## config.mk

```make
export PLATFORM = sky130hd
export DESIGN_NAME = mod_exp_64_flat
export DESIGN_NICKNAME = d
export VERILOG_FILES = /design/src/rtl/mexp_pkg.sv /design/src/rtl/mexp_if.sv /design/src/rtl/mexp_modmul.sv /design/src/rtl/mod_exp_64.sv /design/src/flat_wrapper.sv
export SDC_FILE = /design/constraint.sdc
export NUM_CORES = 1
export LEC_CHECK = 0
export BUFFER_PORTS_ARGS = -buffer_cell sky130_fd_sc_hd__buf_2
export CAP_MARGIN = 20
export CORE_MARGIN = 2
export CORE_UTILIZATION = 31
export CTS_BUF_LIST = sky130_fd_sc_hd__clkbuf_8
export DETAILED_ROUTE_END_ITERATION = 7
export PLACE_DENSITY = 0.58
export SLEW_MARGIN = 20
export SYNTH_ARGS = -nofsm -noshare
export SYNTH_HDL_FRONTEND = slang
export SYNTH_SLANG_ARGS = --single-unit
```

## constraint.sdc

```tcl
create_clock -name clk -period 12.96 [get_ports clk]
set_clock_uncertainty 0.05 [all_clocks]
set_input_delay 0.648 -clock clk [delete_from_list [all_inputs] [get_ports clk]]
set_output_delay 0.648 -clock clk [all_outputs]
set_load 0.1 [all_outputs]
```

## src/rtl/mexp_pkg.sv

```systemverilog
package mexp_pkg;

  // Operation codes for the shared modular unit
  typedef enum logic [1:0] {
    OP_REDUCE = 2'd0,
    OP_MUL    = 2'd1
  } mexp_op_t;

  // Control bundle from sequencer to the modular unit
  typedef struct packed {
    logic     start;
    mexp_op_t op;
  } mexp_ctl_t;

endpackage

```

## src/rtl/mexp_if.sv

```systemverilog
interface mexp_in_if #(parameter int W = 64) (input logic clk);
  logic         valid;
  logic         ready;
  logic [W-1:0] base_value;
  logic [W-1:0] exponent;
  logic [W-1:0] modulus;
  modport source (output valid, base_value, exponent, modulus, input ready);
  modport sink (input valid, base_value, exponent, modulus, output ready);
endinterface

interface mexp_out_if #(parameter int W = 64) (input logic clk);
  logic         valid;
  logic         ready;
  logic [W-1:0] power_residue;
  logic         zero_modulus;
  modport source (output valid, power_residue, zero_modulus, input ready);
  modport sink (input valid, power_residue, zero_modulus, output ready);
endinterface

```

## src/rtl/mexp_modmul.sv

```systemverilog
// Bit-serial modular unit: one modular doubling plus conditional add per
// cycle. OP_MUL gives a*b mod m, OP_REDUCE gives a mod m (a times 1).
module mexp_modmul #(
  parameter int W = 64
) (
  input  logic                 clk,
  input  logic                 rst,
  input  mexp_pkg::mexp_ctl_t  ctl,
  input  logic [W-1:0]         a,
  input  logic [W-1:0]         b,
  input  logic [W-1:0]         m,
  output logic                 done,
  output logic [W-1:0]         result
);
  import mexp_pkg::*;

  localparam int CW = $clog2(W + 1);

  logic          busy;
  logic [CW-1:0] cnt;
  logic [W-1:0]  areg;
  logic [W-1:0]  breg;
  logic [W-1:0]  acc;
  logic [W:0]    dbl;
  logic [W:0]    dsub;
  logic [W-1:0]  dres;
  logic [W:0]    sum;
  logic [W:0]    ssub;
  logic [W-1:0]  acc_next;

  // Modular doubling then conditional modular add of b. With acc < m and
  // b < m both sums stay below 2m, so one subtract suffices. For reduce,
  // b is 1 and acc < m; 2*acc+1 < 2m holds too.
  always_comb begin
    dbl  = {acc, 1'b0};
    dsub = dbl - {1'b0, m};
    dres = dsub[W] ? acc << 1 : dsub[W-1:0];
    sum  = {1'b0, dres} + (areg[W-1] ? {1'b0, breg} : '0);
    ssub = sum - {1'b0, m};
    acc_next = ssub[W] ? sum[W-1:0] : ssub[W-1:0];
  end

  always_ff @(posedge clk) begin
    if (rst) begin
      busy <= 1'b0;
      cnt  <= '0;
      done <= 1'b0;
    end else if (ctl.start) begin
      busy <= 1'b1;
      cnt  <= CW'(W);
      done <= 1'b0;
      acc  <= '0;
      areg <= a;
      breg <= (ctl.op == OP_REDUCE) ? W'(1) : b;
    end else if (busy) begin
      acc  <= acc_next;
      areg <= areg << 1;
      cnt  <= cnt - 1'b1;
      done <= (cnt == CW'(1));
      if (cnt == CW'(1)) begin
        busy <= 1'b0;
      end
    end else begin
      done <= 1'b0;
    end
  end

  assign result = acc;
endmodule

```

## src/rtl/mod_exp_64.sv

```systemverilog
// Modular exponentiation: power_residue = base_value ^ exponent mod modulus.
// Input channel in_ch carries base_value, exponent and modulus; output
// channel out_ch carries power_residue and zero_modulus.
// Right-to-left square-and-multiply on one shared bit-serial modular
// multiplier. An item costs one reduction of the base and then, for
// each exponent bit up to the highest set bit, a squaring plus a
// multiply when the bit is set.
// A modulus of 0 or 1 skips the multiplier and is answered with 0; zero sets zero_modulus.
// in_ch.ready is high only while no item is in work. The result is held
// in an output register until taken; the next item is accepted while it
// waits, and its result is held back until the register is free.
// Reset (rst, synchronous) empties the block and drops any result.
module mod_exp_64 #(
  parameter int WORD_BITS = 64
) (
  input  logic clk,
  input  logic rst,
  mexp_in_if.sink    in_ch,
  mexp_out_if.source out_ch
);
  import mexp_pkg::*;

  typedef enum logic [2:0] {
    S_IDLE, S_RED, S_MUL, S_SQR, S_DONE
  } state_t;

  state_t         state;
  logic [WORD_BITS-1:0] b, e, m, x;
  logic                 zflag;
  mexp_ctl_t            ctl;
  logic [WORD_BITS-1:0] ua, ub;
  logic                 udone;
  logic [WORD_BITS-1:0] ures;
  logic                 start_next;

  mexp_modmul #(.W(WORD_BITS)) u_mul (
    .clk(clk), .rst(rst), .ctl(ctl), .a(ua), .b(ub), .m(m),
    .done(udone), .result(ures)
  );

  assign in_ch.ready = (state == S_IDLE);

  // Operand select for the shared unit
  always_comb begin
    ua = b;
    ub = b;
    if (state == S_MUL) begin
      ua = x;
      ub = b;
    end
  end

  // Launch of the next product
  always_comb begin
    start_next = 1'b0;
    unique case (state)
      S_IDLE:  start_next = in_ch.valid && (in_ch.modulus > WORD_BITS'(1));
      S_RED:   start_next = udone && (e != '0);
      S_MUL:   start_next = udone;
      S_SQR:   start_next = udone && (e[WORD_BITS-1:1] != '0);
      default: start_next = 1'b0;
    endcase
  end

  // Sequencer
  always_ff @(posedge clk) begin
    if (rst) begin
      state        <= S_IDLE;
      out_ch.valid <= 1'b0;
      ctl.start    <= 1'b0;
      ctl.op       <= OP_REDUCE;
    end else begin
      ctl.start <= start_next;
      if (state == S_DONE && (!out_ch.valid || out_ch.ready)) out_ch.valid <= 1'b1;
      else if (out_ch.ready) out_ch.valid <= 1'b0;
      unique case (state)
        S_IDLE: begin
          if (in_ch.valid) begin
            b <= in_ch.base_value;
            e <= in_ch.exponent;
            m <= in_ch.modulus;
            x <= (in_ch.modulus <= WORD_BITS'(1)) ? '0 : WORD_BITS'(1);
            zflag <= (in_ch.modulus == '0);
            if (in_ch.modulus <= WORD_BITS'(1)) begin
              state <= S_DONE;
            end else begin
              ctl.op    <= OP_REDUCE;
              state     <= S_RED;
            end
          end
        end
        S_RED: begin
          if (udone) begin
            b <= ures;
            if (e == '0) state <= S_DONE;
            else if (e[0]) begin
              ctl.op <= OP_MUL; state <= S_MUL;
            end else begin
              ctl.op <= OP_MUL; state <= S_SQR;
            end
          end
        end
        S_MUL: begin
          if (udone) begin
            x <= ures;
            ctl.op <= OP_MUL; state <= S_SQR;
          end
        end
        S_SQR: begin
          if (udone) begin
            b <= ures;
            e <= e >> 1;
            if (e[WORD_BITS-1:1] == '0) state <= S_DONE;
            else if (e[1]) begin
              ctl.op <= OP_MUL; state <= S_MUL;
            end else begin
              ctl.op <= OP_MUL; state <= S_SQR;
            end
          end
        end
        S_DONE: begin
          if (!out_ch.valid || out_ch.ready) begin
            out_ch.power_residue <= x;
            out_ch.zero_modulus  <= zflag;
            state                <= S_IDLE;
          end
        end
        default: state <= S_IDLE;
      endcase
    end
  end
endmodule
```

## src/flat_wrapper.sv

```systemverilog
// flat-port wrapper written by rule: the top's interface ports become plain ports
module mod_exp_64_flat import mexp_pkg::*;
#(
  parameter int WORD_BITS = 64
)
  (clk, rst, in_ch_valid, in_ch_base_value, in_ch_exponent, in_ch_modulus, in_ch_ready, out_ch_valid, out_ch_power_residue, out_ch_zero_modulus, out_ch_ready);
  mexp_in_if in_ch_i (.clk(clk));
  mexp_out_if out_ch_i (.clk(clk));
  input  logic clk;
  input  logic rst;
  input wire logic [$bits(in_ch_i.valid)-1:0] in_ch_valid;
  input wire logic [$bits(in_ch_i.base_value)-1:0] in_ch_base_value;
  input wire logic [$bits(in_ch_i.exponent)-1:0] in_ch_exponent;
  input wire logic [$bits(in_ch_i.modulus)-1:0] in_ch_modulus;
  output wire logic [$bits(in_ch_i.ready)-1:0] in_ch_ready;
  output wire logic [$bits(out_ch_i.valid)-1:0] out_ch_valid;
  output wire logic [$bits(out_ch_i.power_residue)-1:0] out_ch_power_residue;
  output wire logic [$bits(out_ch_i.zero_modulus)-1:0] out_ch_zero_modulus;
  input wire logic [$bits(out_ch_i.ready)-1:0] out_ch_ready;
  assign in_ch_i.valid = in_ch_valid;
  assign in_ch_i.base_value = in_ch_base_value;
  assign in_ch_i.exponent = in_ch_exponent;
  assign in_ch_i.modulus = in_ch_modulus;
  assign in_ch_ready = in_ch_i.ready;
  assign out_ch_valid = out_ch_i.valid;
  assign out_ch_power_residue = out_ch_i.power_residue;
  assign out_ch_zero_modulus = out_ch_i.zero_modulus;
  assign out_ch_i.ready = out_ch_ready;
  mod_exp_64 #(.WORD_BITS(WORD_BITS)) u_core (.clk(clk), .rst(rst), .in_ch(in_ch_i), .out_ch(out_ch_i));
endmodule
```

==> impl_metrics.yaml <==
synth:
  syn_nets: 3841
  synth_top_area_share_pct: 46.2
  synth_top_area_cell: "edfxtp_1"
  synthCells: 3449
  synth.avg_cell_area_um2: 9.68
  yosysSeqAreaShare_pct: 47.1
  synth-seq-cells: 529
  synth_edf_count: 514
  synth_cell_types: 88
  synth_flop_cell: "edfxtp_1"
  ys_top_cells_by_count: "nand2_1, edfxtp_1, a21oi_1, ha_1, nor2_1"
  syn-cell-area_um2: 33400
  yosysMostFrequentCell: "nand2_1"
  async_reset_ff_share_pct: 0
  synth_area_leaders: "edfxtp_1, ha_1, nand2_1"
  yosysWarnings: 0
critical_path:
  reg2regPathDepth: 38
  worstPathRequired_ns: 13.52
  end_kind: "flop"
  cp_max_fo: 61
  critical-path-max-stage-delay_ns: 0.65
  reg2reg_from: "u_core.u_mul.result[0]$_SDFFCE_PP0P_"
  worstReg2RegEnd: "u_core.u_mul.result[41]$_SDFFCE_PP0P_"
  slowest_stage: "o211ai_4"
  worstSetupPathType: "reg2reg"
  crit_path_start_kind: "flop"
  r2r_setup_slack_ns: 1.41
  cp.arrival_ns: 12.11
cells_and_area:
  layout-drive-gt1-share_pct: 14.5
  fillers: 11000
  synthToLayoutAreaGrowth_pct: 15.1
  multi_input_area_um2: 16500
  seqCellArea_um2: 15700
  final_net_count: 4091
  finalInstanceArea_um2: 38400
clock_tree:
  clock_path_buffers: 3
  cts_inserted_buffers: 97
  cts-resized-gates: 0
  clk_pin_slew_ns: 0.06
  worstSkewPairLatency_ns: 0.79
  cts_tree: "done"
  cts_sinks: 529
  ctsRootBufferMaster: "clkbuf_8"
  cts_max_level: 3
floorplanning:
  die_h_um: 332
  core_area_um2: 107000
  die-area_um2: 110000
  io_pins: 263
  initial_core_util_pct: 31.2
  fp-row-count: 120
  die_x_um: 332
worst_hold_path:
  whs_path_depth: 1
  hold_class: "in2reg"
  worstHoldStart: "in_ch_modulus[29]"
  min_to: "u_core.m[29]$_DFFE_PP_"
detailed_routing:
  drtPass1Iterations: 6
  vias: 27400
  drtAntennaViolNets: 0
  wl_per_cell_um: 21.4
  routed_wl_um: 111000
  drt_iter0_drc: 2122
  vias_per_cell: 5.28
  drc: 0
sta:
  setup_tns_ns: 0
  final.period_utilization_pct: 89.1
  holdWs_ns: 0.0791
  min_period_ns: 11.55
  drv_slew: 0
  slew_headroom_pct: 25.1
  finalSetupViolations: 0
  rsz0062_at_grt: "no"
  hold_viol_final: 0
  worst_pin_slew_ns: 1.11
  setup_slack_ns: 1.41
  max_freq_mhz: 86.6
place:
  post-place-ws_ns: 1.57
  hpwlAfterDp_um: 84300
  dpl_cell_area_um2: 36100
  port_buffers: 262
  gp_congestion: 0.922
global_route:
  grtUsageMet2_pct: 31.3
  grt_usage_pct: 19.6
  gr-total-overflow: 0
  grt_max_degree: 129
  grt_pass1_vias: 27000
  antenna_found_initial: 7
  grt_pass1_wl_um: 167000
  grt_use_met1_pct: 27.1
  use_met3_pct: 3.74
  grt-busiest-layer: "met2"
flow_run:
  maxCapViolCount: 0
status:
  status: "finished, final reports clean"
[timing repair]
action / CTS / global route
endpoints found under the hold margin: 42 / 0
hold buffers: 42 / 0
setup endpoints to repair: 0 / 0
buffers inserted: 0 / 0
[state kept, by name, summed over array words and instances (netlist names)]
register	count
u_core.u_mul.done	1
u_core.state	3
u_core.b	64
u_core.e	64
u_core.u_mul.breg	64
u_core.out_ch.power_residue	64
u_core.ctl	2
u_core.x	64
u_core.out_ch.valid	1
u_core.zflag	1
u_core.m	64
u_core.u_mul.cnt	7
u_core.u_mul.result	64
u_core.out_ch.zero_modulus	1
u_core.u_mul.busy	1
u_core.u_mul.areg	64
[cell families after synthesis]
family / after synthesis / synth area share, %
AO/OA/AOI/OAI: 889 / 16.9
XOR/XNOR: 173 / 4.56
adder cells (fa/ha/maj): 196 / 7.41
buffers and inverters: 312 / 3.81
flip-flops: 529 / 47.1
multiplexers: 68 / 2.28
AND/OR/NAND/NOR: 1282 / 17.9
[layout make-up]
| class | instances | share of cell area [%] |
|---|---|---|
| antenna | 1 | 0.00651 |
| clock buffer | 97 | 3.47 |
| clock inverter | 82 | 1.57 |
| inverter | 123 | 1.20 |
| multi-input combinational | 2608 | 43.0 |
| sequential | 529 | 40.9 |
| tap | 1403 | 4.57 |
| timing repair buffer | 340 | 5.24 |
[critical path: cells and delay by family (launching register included)]
kind                       cells  cell delay, ns
adders and majority gates      3            1.31
and+or+nand+nor                8            1.75
xor gates and xnor gates       2            0.73
DFF                            1            0.41
AOI/OAI and AO/OA             22            5.89
buffers and inverters          3            1.12
[worst max-delay path by stage]
stage / from / end / slack [ns] / cells past startpoint
detailed placement: u_core.u_mul.result[0]$_SDFFCE_PP0P_ / u_core.u_mul.result[41]$_SDFFCE_PP0P_ / 1.57 / 38
global placement: u_core.u_mul.result[0]$_SDFFCE_PP0P_ / u_core.u_mul.result[41]$_SDFFCE_PP0P_ / 1.51 / 36
global route: u_core.u_mul.result[0]$_SDFFCE_PP0P_ / u_core.u_mul.result[41]$_SDFFCE_PP0P_ / 0.66 / 38
floorplan: u_core.u_mul.result[0]$_SDFFCE_PP0P_ / u_core.u_mul.result[61]$_SDFFCE_PP0P_ / 4.54 / 42
finish: u_core.u_mul.result[0]$_SDFFCE_PP0P_ / u_core.u_mul.result[41]$_SDFFCE_PP0P_ / 1.41 / 38
CTS: u_core.u_mul.result[0]$_SDFFCE_PP0P_ / u_core.u_mul.result[41]$_SDFFCE_PP0P_ / 1.52 / 38
[routing by layer]
metal,part of all wire (%),wire length (um),up-vias
met4,2.1,2300,8
met2,45,49700,875
met3,6.2,6870,145
met5,0.051,57,-
li1,-,-,13100
met1,47,51800,13300
[cell usage in the layout, fill, tap and decap left out, drive strengths merged, types with 8 or more instances in the layout]
master / Yosys / layout
o31a: 8 / 8
and3: 81 / 81
buf: 33 / 298
or3: 11 / 11
o21ai: 184 / 184
nor3: 40 / 40
inv: 123 / 157
o21bai: 49 / 49
o21a: 30 / 30
xor2: 71 / 71
dlygate4sd3: 0 / 42
o31ai: 16 / 16
a221o: 9 / 9
clkinv: 0 / 38
nand4: 61 / 61
a221oi: 8 / 8
nor4: 45 / 45
a31oi: 93 / 93
a21oi: 274 / 274
and2: 139 / 139
xnor2: 102 / 102
nor2b: 28 / 28
nor2: 184 / 184
nand2b: 21 / 21
ha: 193 / 193
edfxtp: 514 / 514
nand3: 35 / 35
a21o: 125 / 125
mux2: 65 / 65
nand2: 614 / 614
dfxtp: 15 / 15
a211oi: 26 / 26
clkbuf: 156 / 97
[metrics by stage]
stage               util, %  cells
floorplan                 -   3449
global placement       33.7   4961
detailed placement     33.7   4961
CTS                    36.0   5182
global route           36.0   5183
finish                 36.0   5183
Power is not shown: default switching activity piles up to over one toggle a cycle in this logic, so the estimate is an artifact.
